[src/rtl/positional_list_engine_macros.svh]
// ----------------------------------------------------------------------------
// Positional list engine assertion macros
// Shorthand for the clocked checks used inside the list engine.
// ----------------------------------------------------------------------------
`ifndef POSITIONAL_LIST_ENGINE_MACROS_SVH
`define POSITIONAL_LIST_ENGINE_MACROS_SVH

// Same-cycle implication, switched off while reset is held.
`define PLE_ASSERT_IMP(label, ante, cons, msg) \
  label: assert property (@(posedge clk) disable iff (!rst_n) (ante) |-> (cons)) \
    else $error(msg);

// Next-cycle implication, switched off while reset is held.
`define PLE_ASSERT_NXT(label, ante, cons, msg) \
  label: assert property (@(posedge clk) disable iff (!rst_n) (ante) |=> (cons)) \
    else $error(msg);

`endif

[src/rtl/ple_pkg.sv]
// ----------------------------------------------------------------------------
// Positional list engine package
// Widths, item types, command and status codes shared by the engine files.
// ----------------------------------------------------------------------------
`default_nettype none

package ple_pkg;

  localparam int CAPACITY = 32;
  localparam int DATA_W   = 32;
  localparam int KIND_W   = 3;
  localparam int POS_W    = 8;
  localparam int ST_W     = 3;
  localparam int ECNT_W   = 6;
  localparam int CNT_W    = $clog2(CAPACITY + 1);
  localparam int IDX_W    = $clog2(CAPACITY);
  localparam int CMP_W    = POS_W + 1;

  typedef logic [KIND_W-1:0] kind_t;
  typedef logic [ST_W-1:0]   st_t;
  typedef logic [CNT_W-1:0]  cnt_t;
  typedef logic [IDX_W-1:0]  idx_t;
  typedef logic [CMP_W-1:0]  cmp_t;
  typedef logic [ECNT_W-1:0] ecnt_t;
  typedef logic [DATA_W-1:0] word_t;

  localparam kind_t K_INS_FRONT = 3'd0;
  localparam kind_t K_INS_AT    = 3'd1;
  localparam kind_t K_INS_END   = 3'd2;
  localparam kind_t K_DEL_FRONT = 3'd3;
  localparam kind_t K_DEL_AT    = 3'd4;
  localparam kind_t K_DEL_END   = 3'd5;
  localparam kind_t K_REVERSE   = 3'd6;
  localparam kind_t K_READ_ALL  = 3'd7;

  localparam st_t ST_OK        = 3'd0;
  localparam st_t ST_EMPTY     = 3'd1;
  localparam st_t ST_TOO_LARGE = 3'd2;
  localparam st_t ST_BELOW_ONE = 3'd3;
  localparam st_t ST_FULL      = 3'd4;

  typedef struct packed {
    kind_t                    kind;
    logic [POS_W-1:0]         position;
    logic signed [DATA_W-1:0] value;
  } in_item_t;

  typedef struct packed {
    st_t                      status;
    logic signed [DATA_W-1:0] element;
    logic                     last;
    ecnt_t                    element_count;
  } out_item_t;

endpackage : ple_pkg

`default_nettype wire

[src/rtl/positional_list_engine.sv]
// ----------------------------------------------------------------------------
// Positional list engine
// Ordered list of signed words held in a RAM, edited one command at a time.
// ----------------------------------------------------------------------------
// Usage: commands arrive on the in_ channel (valid/ready) as one item each:
// insert at the front, at a 1-based position or at the end, delete likewise,
// reverse, or read the whole list. Results leave on the out_ channel from a
// single output register. A read of a non-empty list gives one item per
// element with last set on the final one; every other command gives one
// status item. Moved words pass once each through the single write port of
// the element RAM. An insert not at the end first moves the elements from
// the tail down to its slot up by one, then writes the new one; a delete not
// at the end moves the elements behind its slot down by one; a reverse reads
// both ends of a pair together and writes them back swapped, working inward;
// a read fetches the elements one at a time.
// The engine takes no new command until the previous one has been worked off
// and its final result loaded; a result waiting in the output register does
// not block the next command. When the receiver stalls, the register holds
// its item and the engine waits before loading the next one.
// Reset empties the list at once; the RAM is not cleared, since only entries
// below the element count are ever read.
// ----------------------------------------------------------------------------
`default_nettype none

module positional_list_engine (
  input  wire logic              clk,
  input  wire logic              rst_n,
  input  wire logic              in_valid,
  output logic                   in_ready,
  input  wire ple_pkg::in_item_t in_data,
  output logic                   out_valid,
  input  wire logic              out_ready,
  output ple_pkg::out_item_t     out_data
);

`include "positional_list_engine_macros.svh"

  // Sequencer states.
  localparam logic [3:0] S_IDLE     = 4'd0;
  localparam logic [3:0] S_SHIFT_UP = 4'd1;
  localparam logic [3:0] S_SHIFT_DN = 4'd2;
  localparam logic [3:0] S_FLUSH    = 4'd3;
  localparam logic [3:0] S_INS_WR   = 4'd4;
  localparam logic [3:0] S_REV_RD   = 4'd5;
  localparam logic [3:0] S_REV_WA   = 4'd6;
  localparam logic [3:0] S_REV_WB   = 4'd7;
  localparam logic [3:0] S_RD_ADDR  = 4'd8;
  localparam logic [3:0] S_RD_DATA  = 4'd9;
  localparam logic [3:0] S_RESP     = 4'd10;

  // Control state.
  logic [3:0]          state_r, state_nxt;
  ple_pkg::cnt_t       count_r, count_nxt;
  ple_pkg::cnt_t       idx_r, idx_nxt;
  ple_pkg::cnt_t       hi_r, hi_nxt;
  logic                mv_pend_r, mv_pend_nxt;
  logic                out_valid_r, out_valid_nxt;

  // Payload state.
  ple_pkg::idx_t       mv_dst_r, mv_dst_nxt;
  ple_pkg::idx_t       slot_r, slot_nxt;
  ple_pkg::kind_t      kind_r, kind_nxt;
  ple_pkg::word_t      value_r, value_nxt;
  ple_pkg::word_t      tmp_r, tmp_nxt;
  ple_pkg::st_t        st_r, st_nxt;
  ple_pkg::out_item_t  out_r, out_nxt;

  // RAM port signals.
  logic                ram_we;
  ple_pkg::idx_t       ram_waddr;
  ple_pkg::word_t      ram_wdata;
  ple_pkg::idx_t       ram_raddr_a;
  ple_pkg::idx_t       ram_raddr_b;
  ple_pkg::word_t      ram_rdata_a;
  ple_pkg::word_t      ram_rdata_b;

  // Command decode.
  logic                in_fire;
  logic                slot_free;
  logic                is_empty;
  logic                is_full;
  ple_pkg::cmp_t       pos_w;
  ple_pkg::cmp_t       cnt_w;
  logic                dec_ins;
  logic                dec_rem;
  logic                dec_rev;
  logic                dec_read;
  ple_pkg::st_t        dec_st;
  ple_pkg::cmp_t       dec_slot;
  logic                rd_last;

  // Checking helpers.
  logic                count_ok;
  logic                in_move;
  logic                out_st_ok;

  assign in_ready  = (state_r == S_IDLE);
  assign in_fire   = in_valid && in_ready;
  assign slot_free = !out_valid_r || out_ready;
  assign out_valid = out_valid_r;
  assign out_data  = out_r;

  assign is_empty = (count_r == '0);
  assign is_full  = (count_r == ple_pkg::cnt_t'(ple_pkg::CAPACITY));
  assign pos_w    = ple_pkg::cmp_t'(in_data.position);
  assign cnt_w    = ple_pkg::cmp_t'(count_r);
  assign rd_last  = ((idx_r + 1'b1) == count_r);

  assign count_ok  = (count_r <= ple_pkg::cnt_t'(ple_pkg::CAPACITY));
  assign in_move   = (state_r == S_SHIFT_UP) || (state_r == S_SHIFT_DN) ||
                     (state_r == S_FLUSH);
  assign out_st_ok = (out_r.status == ple_pkg::ST_OK);

  // Works out the status of a command and which edit it asks for. Checks run
  // in the same order as the list semantics require, so a failure reports
  // the first rule that is broken.
  always_comb begin
    dec_ins  = 1'b0;
    dec_rem  = 1'b0;
    dec_rev  = 1'b0;
    dec_read = 1'b0;
    dec_st   = ple_pkg::ST_OK;
    dec_slot = '0;
    unique case (in_data.kind)
      ple_pkg::K_INS_FRONT: begin
        if (is_full) begin
          dec_st = ple_pkg::ST_FULL;
        end else begin
          dec_ins = 1'b1;
        end
      end
      ple_pkg::K_INS_AT: begin
        // An empty list accepts the element at any position.
        if (is_empty) begin
          dec_ins = 1'b1;
        end else if (pos_w > cnt_w + 1'b1) begin
          dec_st = ple_pkg::ST_TOO_LARGE;
        end else if (pos_w == '0) begin
          dec_st = ple_pkg::ST_BELOW_ONE;
        end else if (is_full) begin
          dec_st = ple_pkg::ST_FULL;
        end else begin
          dec_ins  = 1'b1;
          dec_slot = pos_w - 1'b1;
        end
      end
      ple_pkg::K_INS_END: begin
        if (is_full) begin
          dec_st = ple_pkg::ST_FULL;
        end else begin
          dec_ins  = 1'b1;
          dec_slot = cnt_w;
        end
      end
      ple_pkg::K_DEL_FRONT: begin
        if (is_empty) begin
          dec_st = ple_pkg::ST_EMPTY;
        end else begin
          dec_rem = 1'b1;
        end
      end
      ple_pkg::K_DEL_AT: begin
        if (is_empty) begin
          dec_st = ple_pkg::ST_EMPTY;
        end else if (pos_w == '0) begin
          dec_st = ple_pkg::ST_BELOW_ONE;
        end else if (pos_w > cnt_w) begin
          dec_st = ple_pkg::ST_TOO_LARGE;
        end else begin
          dec_rem  = 1'b1;
          dec_slot = pos_w - 1'b1;
        end
      end
      ple_pkg::K_DEL_END: begin
        if (is_empty) begin
          dec_st = ple_pkg::ST_EMPTY;
        end else begin
          dec_rem  = 1'b1;
          dec_slot = cnt_w - 1'b1;
        end
      end
      ple_pkg::K_REVERSE: begin
        if (is_empty) begin
          dec_st = ple_pkg::ST_EMPTY;
        end else begin
          dec_rev = 1'b1;
        end
      end
      ple_pkg::K_READ_ALL: begin
        if (is_empty) begin
          dec_st = ple_pkg::ST_EMPTY;
        end else begin
          dec_read = 1'b1;
        end
      end
      default: begin
        dec_st = ple_pkg::ST_OK;
      end
    endcase
  end

  // Sequencer. Moving a block of elements is a pipelined copy: each cycle
  // reads one source word and writes the word read the cycle before, so the
  // write port is the only shared resource and is busy every cycle.
  always_comb begin
    state_nxt     = state_r;
    count_nxt     = count_r;
    idx_nxt       = idx_r;
    hi_nxt        = hi_r;
    mv_pend_nxt   = 1'b0;
    mv_dst_nxt    = mv_dst_r;
    slot_nxt      = slot_r;
    kind_nxt      = kind_r;
    value_nxt     = value_r;
    tmp_nxt       = tmp_r;
    st_nxt        = st_r;
    out_nxt       = out_r;
    out_valid_nxt = out_valid_r && !out_ready;

    ram_raddr_a = idx_r[ple_pkg::IDX_W-1:0];
    ram_raddr_b = hi_r[ple_pkg::IDX_W-1:0];
    ram_we      = 1'b0;
    ram_waddr   = mv_dst_r;
    ram_wdata   = ram_rdata_a;

    // Second half of a pipelined move: commit the word read last cycle.
    if (mv_pend_r) begin
      ram_we = 1'b1;
    end

    unique case (state_r)
      S_IDLE: begin
        if (in_fire) begin
          kind_nxt  = in_data.kind;
          value_nxt = in_data.value;
          st_nxt    = dec_st;
          slot_nxt  = ple_pkg::idx_t'(dec_slot);
          if (dec_ins) begin
            if (dec_slot == cnt_w) begin
              state_nxt = S_INS_WR;
            end else begin
              idx_nxt   = count_r;
              state_nxt = S_SHIFT_UP;
            end
          end else if (dec_rem) begin
            // The count drops now; the shift loop ends on the new count.
            count_nxt = count_r - 1'b1;
            if (dec_slot == cnt_w - 1'b1) begin
              state_nxt = S_RESP;
            end else begin
              idx_nxt   = ple_pkg::cnt_t'(dec_slot);
              state_nxt = S_SHIFT_DN;
            end
          end else if (dec_rev) begin
            idx_nxt = '0;
            hi_nxt  = count_r - 1'b1;
            if (count_r == ple_pkg::cnt_t'(1)) begin
              state_nxt = S_RESP;
            end else begin
              state_nxt = S_REV_RD;
            end
          end else if (dec_read) begin
            idx_nxt   = '0;
            state_nxt = S_RD_ADDR;
          end else begin
            state_nxt = S_RESP;
          end
        end
      end
      S_SHIFT_UP: begin
        // Opens a gap at slot_r, working down from the tail.
        ram_raddr_a = ple_pkg::idx_t'(idx_r - 1'b1);
        mv_pend_nxt = 1'b1;
        mv_dst_nxt  = idx_r[ple_pkg::IDX_W-1:0];
        if (idx_r == ple_pkg::cnt_t'(slot_r) + 1'b1) begin
          state_nxt = S_FLUSH;
        end else begin
          idx_nxt = idx_r - 1'b1;
        end
      end
      S_SHIFT_DN: begin
        // Closes the gap at slot_r, working up towards the tail.
        ram_raddr_a = ple_pkg::idx_t'(idx_r + 1'b1);
        mv_pend_nxt = 1'b1;
        mv_dst_nxt  = idx_r[ple_pkg::IDX_W-1:0];
        if ((idx_r + 1'b1) == count_r) begin
          state_nxt = S_FLUSH;
        end else begin
          idx_nxt = idx_r + 1'b1;
        end
      end
      S_FLUSH: begin
        if (kind_r == ple_pkg::K_INS_FRONT || kind_r == ple_pkg::K_INS_AT ||
            kind_r == ple_pkg::K_INS_END) begin
          state_nxt = S_INS_WR;
        end else begin
          state_nxt = S_RESP;
        end
      end
      S_INS_WR: begin
        ram_we    = 1'b1;
        ram_waddr = slot_r;
        ram_wdata = value_r;
        count_nxt = count_r + 1'b1;
        state_nxt = S_RESP;
      end
      S_REV_RD: begin
        state_nxt = S_REV_WA;
      end
      S_REV_WA: begin
        // Both ends were read together; the low word is kept for the
        // second write.
        ram_we    = 1'b1;
        ram_waddr = idx_r[ple_pkg::IDX_W-1:0];
        ram_wdata = ram_rdata_b;
        tmp_nxt   = ram_rdata_a;
        state_nxt = S_REV_WB;
      end
      S_REV_WB: begin
        ram_we    = 1'b1;
        ram_waddr = hi_r[ple_pkg::IDX_W-1:0];
        ram_wdata = tmp_r;
        idx_nxt   = idx_r + 1'b1;
        hi_nxt    = hi_r - 1'b1;
        if ((idx_r + ple_pkg::cnt_t'(2)) < hi_r) begin
          state_nxt = S_REV_RD;
        end else begin
          state_nxt = S_RESP;
        end
      end
      S_RD_ADDR: begin
        state_nxt = S_RD_DATA;
      end
      S_RD_DATA: begin
        // The read address stays put, so the RAM output holds while the
        // output register is still occupied.
        if (slot_free) begin
          out_valid_nxt         = 1'b1;
          out_nxt.status        = ple_pkg::ST_OK;
          out_nxt.element       = ram_rdata_a;
          out_nxt.last          = rd_last;
          out_nxt.element_count = ple_pkg::ecnt_t'(count_r);
          if (rd_last) begin
            state_nxt = S_IDLE;
          end else begin
            idx_nxt   = idx_r + 1'b1;
            state_nxt = S_RD_ADDR;
          end
        end
      end
      S_RESP: begin
        if (slot_free) begin
          out_valid_nxt         = 1'b1;
          out_nxt.status        = st_r;
          out_nxt.element       = '0;
          out_nxt.last          = 1'b1;
          out_nxt.element_count = ple_pkg::ecnt_t'(count_r);
          state_nxt             = S_IDLE;
        end
      end
      default: begin
        state_nxt = S_IDLE;
      end
    endcase
  end

  always_ff @(posedge clk) begin
    if (!rst_n) begin
      state_r     <= S_IDLE;
      count_r     <= '0;
      idx_r       <= '0;
      hi_r        <= '0;
      mv_pend_r   <= 1'b0;
      out_valid_r <= 1'b0;
    end else begin
      state_r     <= state_nxt;
      count_r     <= count_nxt;
      idx_r       <= idx_nxt;
      hi_r        <= hi_nxt;
      mv_pend_r   <= mv_pend_nxt;
      out_valid_r <= out_valid_nxt;
    end
  end

  always_ff @(posedge clk) begin
    mv_dst_r <= mv_dst_nxt;
    slot_r   <= slot_nxt;
    kind_r   <= kind_nxt;
    value_r  <= value_nxt;
    tmp_r    <= tmp_nxt;
    st_r     <= st_nxt;
    out_r    <= out_nxt;
  end

  ple_ram #(
    .WIDTH (ple_pkg::DATA_W),
    .DEPTH (ple_pkg::CAPACITY)
  ) u_store (
    .clk     (clk),
    .we      (ram_we),
    .waddr   (ram_waddr),
    .wdata   (ram_wdata),
    .raddr_a (ram_raddr_a),
    .rdata_a (ram_rdata_a),
    .raddr_b (ram_raddr_b),
    .rdata_b (ram_rdata_b)
  );

  // The list never grows beyond the store.
  `PLE_ASSERT_IMP(a_count_bound, 1'b1, count_ok, "element count above capacity")
  // The store is only written while a command is being worked off.
  `PLE_ASSERT_IMP(a_idle_no_write, state_r == S_IDLE, !ram_we, "store written while idle")
  // Outside command acceptance the count only moves under the sequencer.
  `PLE_ASSERT_NXT(a_idle_count_hold, in_ready && !in_valid, $stable(count_r), "idle count moved")
  // A pending move write belongs to a shift or its flush.
  `PLE_ASSERT_IMP(a_move_in_shift, mv_pend_r, in_move, "move write outside a shift")
  // Only a read gives results that are not final, and those carry ok.
  `PLE_ASSERT_IMP(a_read_status, out_valid_r && !out_r.last, out_st_ok, "non-final result not ok")

endmodule : positional_list_engine

`default_nettype wire

[src/rtl/ple_ram.sv]
// ----------------------------------------------------------------------------
// Generic RAM
// One write port and two read ports, reads registered, old data on collision.
// ----------------------------------------------------------------------------
`default_nettype none

module ple_ram #(
  parameter int WIDTH = 32,
  parameter int DEPTH = 32
) (
  input  wire logic                     clk,
  input  wire logic                     we,
  input  wire logic [$clog2(DEPTH)-1:0] waddr,
  input  wire logic [WIDTH-1:0]         wdata,
  input  wire logic [$clog2(DEPTH)-1:0] raddr_a,
  output logic      [WIDTH-1:0]         rdata_a,
  input  wire logic [$clog2(DEPTH)-1:0] raddr_b,
  output logic      [WIDTH-1:0]         rdata_b
);

  logic [WIDTH-1:0] mem [DEPTH];

  always_ff @(posedge clk) begin
    if (we) begin
      mem[waddr] <= wdata;
    end
    rdata_a <= mem[raddr_a];
    rdata_b <= mem[raddr_b];
  end

endmodule : ple_ram

`default_nettype wire

[config.mk]
export PLATFORM = sky130hd
export DESIGN_NAME = positional_list_engine
export DESIGN_NICKNAME = d
export VERILOG_FILES = /design/src/rtl/ple_pkg.sv /design/src/rtl/positional_list_engine.sv /design/src/rtl/ple_ram.sv
export VERILOG_INCLUDE_DIRS = /design/src /design/src/rtl
export SDC_FILE = /design/constraint.sdc
export NUM_CORES = 2
export LEC_CHECK = 0
export ABC_AREA = 0
export BUFFER_PORTS_ARGS = -buffer_cell sky130_fd_sc_hd__buf_4
export CELL_PAD_IN_SITES_DETAIL_PLACEMENT = 1
export CELL_PAD_IN_SITES_GLOBAL_PLACEMENT = 2
export CORE_ASPECT_RATIO = 2
export CORE_MARGIN = 5
export CORE_UTILIZATION = 41
export DETAILED_ROUTE_END_ITERATION = 10
export PLACE_DENSITY = 0.65
export SYNTH_ARGS = -nofsm -noshare
export SYNTH_HDL_FRONTEND = slang
export SYNTH_SLANG_ARGS = --single-unit
export TNS_END_PERCENT = 10
[constraint.sdc]
create_clock -name clk -period 5.39 [get_ports clk]
set_input_delay 1.078 -clock clk [delete_from_list [all_inputs] [get_ports clk]]
set_output_delay 1.078 -clock clk [all_outputs]
set_load 0.02 [all_outputs]
### Word-level counts from Yosys, hierarchy flattened

Memories as Yosys holds them, arrays and structs flattened. A register that Yosys moved wholly into a read port is not among the register bits.
Cells that the tools add are included.

* bits in registers: 146
* bits in writable memories: 1024
* bits of input ports: 47
* output and inout bits: 44
* word-level logic and storage cells: 176
* memories: 1

* add/subtract/negate cells: 10
* $lt $le $gt $ge: 3
* equality and inequality tests: 38
* multiplexer cells: 80
* reductions and logical operators: 28

Memory list
* u_store.mem: depth 32, bits a word 32, read ports 2, clocked after Yosys merged registers in 2, write ports 1, RTL line ple_ram.sv:21 `logic [WIDTH-1:0] mem [DEPTH];`

Operators by type and width (count)
* 6-bit two-way mux: 18
* 32-bit one-hot mux with 3 select lines: 1
* 42-bit two-way mux: 2
* 42-bit one-hot mux with 2 select lines: 1
* 9-bit two-way mux: 8
* 4-bit two-way mux: 13
* 4-bit one-hot mux with 11 select lines: 1
* 9-bit one-hot mux with 4 select lines: 1
* 6-bit one-hot mux with 5 select lines: 1
* 6-bit one-hot mux with 2 select lines: 2
* 1-bit two-way mux: 18
* 6-bit by 1-bit subtractor with 6-bit output (second input constant): 3
* 4-bit by 3-bit equality test with 1-bit output (second input constant): 4
* 3-bit two-way mux: 5
* 5-bit one-hot mux with 3 select lines: 1
* 6-bit by 1-bit adder with 6-bit output (second input constant): 2
* 3-bit equality test (second input constant): 4
* 4-bit equality test (second input constant): 3
* 6-bit equality test: 2
* 2-bit inequality test (second input constant): 6
* 3-bit one-hot mux with 4 select lines: 1
* 5-bit one-hot mux with 2 select lines: 1
* 5-bit AND reduction: 2
* 3-bit by 2-bit equality test with 1-bit output (second input constant): 3
* other kinds (37): 56

### Depth between registers and ports, before layout

* depth after elaboration: 12
* gate-level depth with buffers: 19
* gate-level depth less buffers: 15

### Modules after synthesis

Synthesis repeated with hierarchy kept, for this count alone.

* cells, all modules: 4424
* area, all modules: 59218.0 sq um

By module, submodules not included
* ple_ram: times used 1, cells an instance 3450, area an instance 50040.5 sq um, sequential area each 32030.7 sq um
* positional_list_engine: times used 1, cells an instance 974, area an instance 9177.6 sq um, sequential area each 4144.0 sq um

### Least setup slack after synthesis

No wires, ideal clock.

* kind: register to register
* from: register count_r[0]
* to: register idx_r[0]
* library setup time: 0.119 ns
* arrival: 3.855 ns
* data required time: 5.271 ns
* slack: 1.416 ns
* stages on the path, launching flop included: 19
* buffers on the path: 3
* clock period less this slack: 3.974 ns
* path through: dfxtp_1 -> clkbuf_1 -> inv_1 -> nor3_1 -> nand3_1 -> xnor2_1 -> ha_1 -> a21o_1 -> a211oi_1 -> o2111ai_1 -> o2bb2ai_2 -> buf_6 -> mux2i_1 -> o2111a_1 -> nand4_2 -> o211ai_2 -> buf_6 -> a31oi_1 -> o221a_1

* cells in the longest elaborated chain, start to end: 11
* elaborated cells on any way between the ends: 44
* classes of those cells: add/sub: 2; order compare: 2; eq/ne: 7; mux: 31; reduce/logical: 2

Ends and longest elaborated chain
* start, declared: RTL line positional_list_engine.sv:53 `ple_pkg::cnt_t count_r, count_nxt;`
* start signal, assigned: RTL line positional_list_engine.sv:377 `count_r <= count_nxt;`
* branches (longest 11 deep; another with 8-bit by 7-bit > comparator with 1-bit output)
* end signal, assigned: RTL line positional_list_engine.sv:378 `idx_r <= idx_nxt;`
* end, declared: RTL line positional_list_engine.sv:54 `ple_pkg::cnt_t idx_r, idx_nxt;`

Several ways; the timed one is not identified. The select of a mux whose other input is x is not followed.
A chain may end at the register's enable or synchronous reset.

### Worst setup path after layout

* from: register count_r[2]
* to: register idx_r[3]

Same word-level chain as after synthesis.

==> run metrics <==
Tot Pwr=40000 µW; first-pass GRT wire length=269 mm; Num CTS Buffers=112; number of iterations in the first detailed-routing pass=6; RSZ-0062 raised after global routing=false; synthesized netlist cell count=2987; Layout Nets=about 3200; fin area=65200 µm²; multi-input logic area=20300 µm²; # port buffers=90; max frequency=222 MHz; final setup fails=0; Distinct cells, synth=83; FF+latch count, synth=1234; core area=approximately 140000 µm²; Reg area=36200 µm²; Critical Path RT=5990 ps; Finished Layout Cells=5095; yosys warns=0; status=complete, no violations; VDD IR max=443 µV; top cell type's share of synthesized area=about three fifths; Hold Buf Count CTS=0; syn_area_per_cell=between 15 and 20 µm²; post-CTS sizing=0; Final Skew=34.2 ps; antenna violations before repair=7; synthesized cell area=approximately 57000 µm²; asr flop ratio synth=0%; ys flop type=edfxtp_1; Syn Nets=slightly above 3000; Fillers=12600; Final Cycle Share=83.7%; DIE HEIGHT=538 µm; Max stage delay on crit path=550 ps; CTS sink cnt=1234; Reg clk slew, reported paths=70 ps; Die Wd=274 µm; relative slew slack=7.56%; EDFF count, synth=1146; PwrDens=614 nW/µm²; Post-DP Area=between 60000 and 70000 µm²; total vias in the final route=32400; Max Slew Vio Count=0; largest net degree at the start of global routing=between 100 and 150; total track usage=between 20% and 30%; max_cap viols=0; Starting Density=41.3%; Slowest-stage cell, CP=nor3b_1; Antenna Nets Post-Route=0; Worst-Margin Slew=1390 ps; Ports=91; commonest cells in the netlist=edfxtp_1, mux4_2, nand2_1; # rows=193; setup_tns=0 ps; Iter 0 DRT Violations=roughly 2900; clk_lat worst skew=720 ps; WP data arrival=5120 ps; crit path cell chain=inv_1 -> nor3_1 -> nand3_1 -> xnor2_1 -> ha_1 -> a21o_1 -> a211oi_1 -> o2111ai_1 -> o2bb2ai_2 -> buf_4 -> mux2i_1 -> nor3b_1 -> nand4_1 -> o211ai_2 -> buf_4 -> or2b_1 -> o311a_1; Post-CTS Setup Inserts=0; final global-route overflow total=0; Critical Path Source Type=flop; area leader, netlist=edfxtp_1; Placer Congestion=0.934; final count of hold timing violations=0; synth top area cells=edfxtp_1, mux4_2, dfxtp_1; synth-to-layout area growth=14.2%; worst hold path class=reg -> reg; Seq/Total Area, Yosys=63.3%; Die Footprint=~150000 µm²; Clock Path Buffers=3; WL final=between 150 and 200 mm; Critical Path Sink Type=flop; post-DP HPWL=119 mm; number of global-route vias before repair=35500; layout cells sized above 1=38.5%; CTS tree=built; final worst path period need=approximately 4500 ps; top-count cell post-synth=edfxtp_1; root buf cell=clkbuf_16; Crit Path Class=reg -> reg; CTS H-tree depth=3; Placed Instances=4878; Vias/cell=6.36; fin util=47.1%; most used cell, CP=buf_4; wire length per cell after detailed routing=37.4 µm; Leak Pwr=roughly 0.02 µW; worst-path maximum fanout=14; DRC=0
## kinds of logic (layout without fill, tap and decap cells)
| group | after synthesis | in the layout | synth area share, % |
|---|---|---|---|
| AND/OR/NAND/NOR | 438 | 438 | 3.76 |
| adder cells (fa/ha/maj) | 29 | 29 | 0.635 |
| flip-flops | 1234 | 1234 | 63.3 |
| AO/OA/AOI/OAI | 294 | 294 | 3.33 |
| buffers and inverters | 246 | 499 | 1.75 |
| XOR/XNOR | 33 | 33 | 0.519 |
| multiplexers | 713 | 713 | 26.7 |
| other | 0 | 3 | 0 |
## worst max-delay path, delay by kind of cell (launching register included)
| kind | cells | cell delay (ps) |
|---|---|---|
| simple gates | 5 | 1490 |
| compound gates | 6 | 1200 |
| buf+inv | 3 | 670 |
| flops | 1 | 340 |
| fa+ha+maj | 1 | 300 |
| xor+xnor | 1 | 250 |
| mux | 1 | 160 |
## layout make-up
class,instances,area share [%]
clock buffer,136,4.64
sequential,1234,55.5
timing repair buffer,258,3.53
inverter,27,0.163
multi-input combinational,1507,31.2
clock inverter,78,1.42
antenna,3,0.0115
tap,1852,3.55
## power by group
part,internal [µW],switching (µW),total [µW]
logic,7640,9800,17400
registers,13300,641,14000
clock network,4880,3740,8620
## per-layer routing
metal  up-vias  track usage (%)  part of all wire [%]
li1      13000                -                     -
met4         0             10.4                   4.7
met5         -                0                     0
met2      1326             48.1                    55
met3       406             3.05                   5.0
met1     17700             29.7                    35
## placed cells by master, fill, tap and decap left out, types with 50 or more instances in the layout
cell / n
mux2_2: 69
edfxtp_1: 1146
buf_4: 229
o21ai_0: 68
clkbuf_16: 114
nand2_1: 163
dfxtp_1: 82
nor2_1: 52
a21oi_1: 50
mux4_2: 640
## registers in the layout (all words and copies together) (netlist names)
signal	flops
count_r	6
tmp_r	32
slot_r	5
mv_dst_r	5
hi_r	6
u_store.mem	1024
u_store.rdata_a	32
idx_r	6
st_r	3
u_store.rdata_b	32
value_r	32
out_data	42
kind_r	3
mv_pend_r	1
state_r	4
out_valid	1
## stage by stage
step | setup slack (ps) | hold WS, ps
5_1_grt | 588 | 496
3_5_place_dp | 889 | 478
6_report | 878 | 490
4_1_cts | 860 | 468
2_1_floorplan | 1420 | 406
3_3_place_gp | 834 | 464
## final timing paths
path	from	endpoint	slack [ps]	depth (start not counted)
setup / recovery	count_r[2]$_SDFFE_PN0P_	idx_r[3]$_SDFFE_PN0P_	880	17
hold / removal	u_store.rdata_a[21]$_DFF_P_	tmp_r[21]$_DFFE_PN_	490	0
setup reg to reg	count_r[2]$_SDFFE_PN0P_	idx_r[3]$_SDFFE_PN0P_	880	17
hold reg to reg	u_store.rdata_a[21]$_DFF_P_	tmp_r[21]$_DFFE_PN_	490	0
No activity file was read; power rests on OpenSTA's default activity.
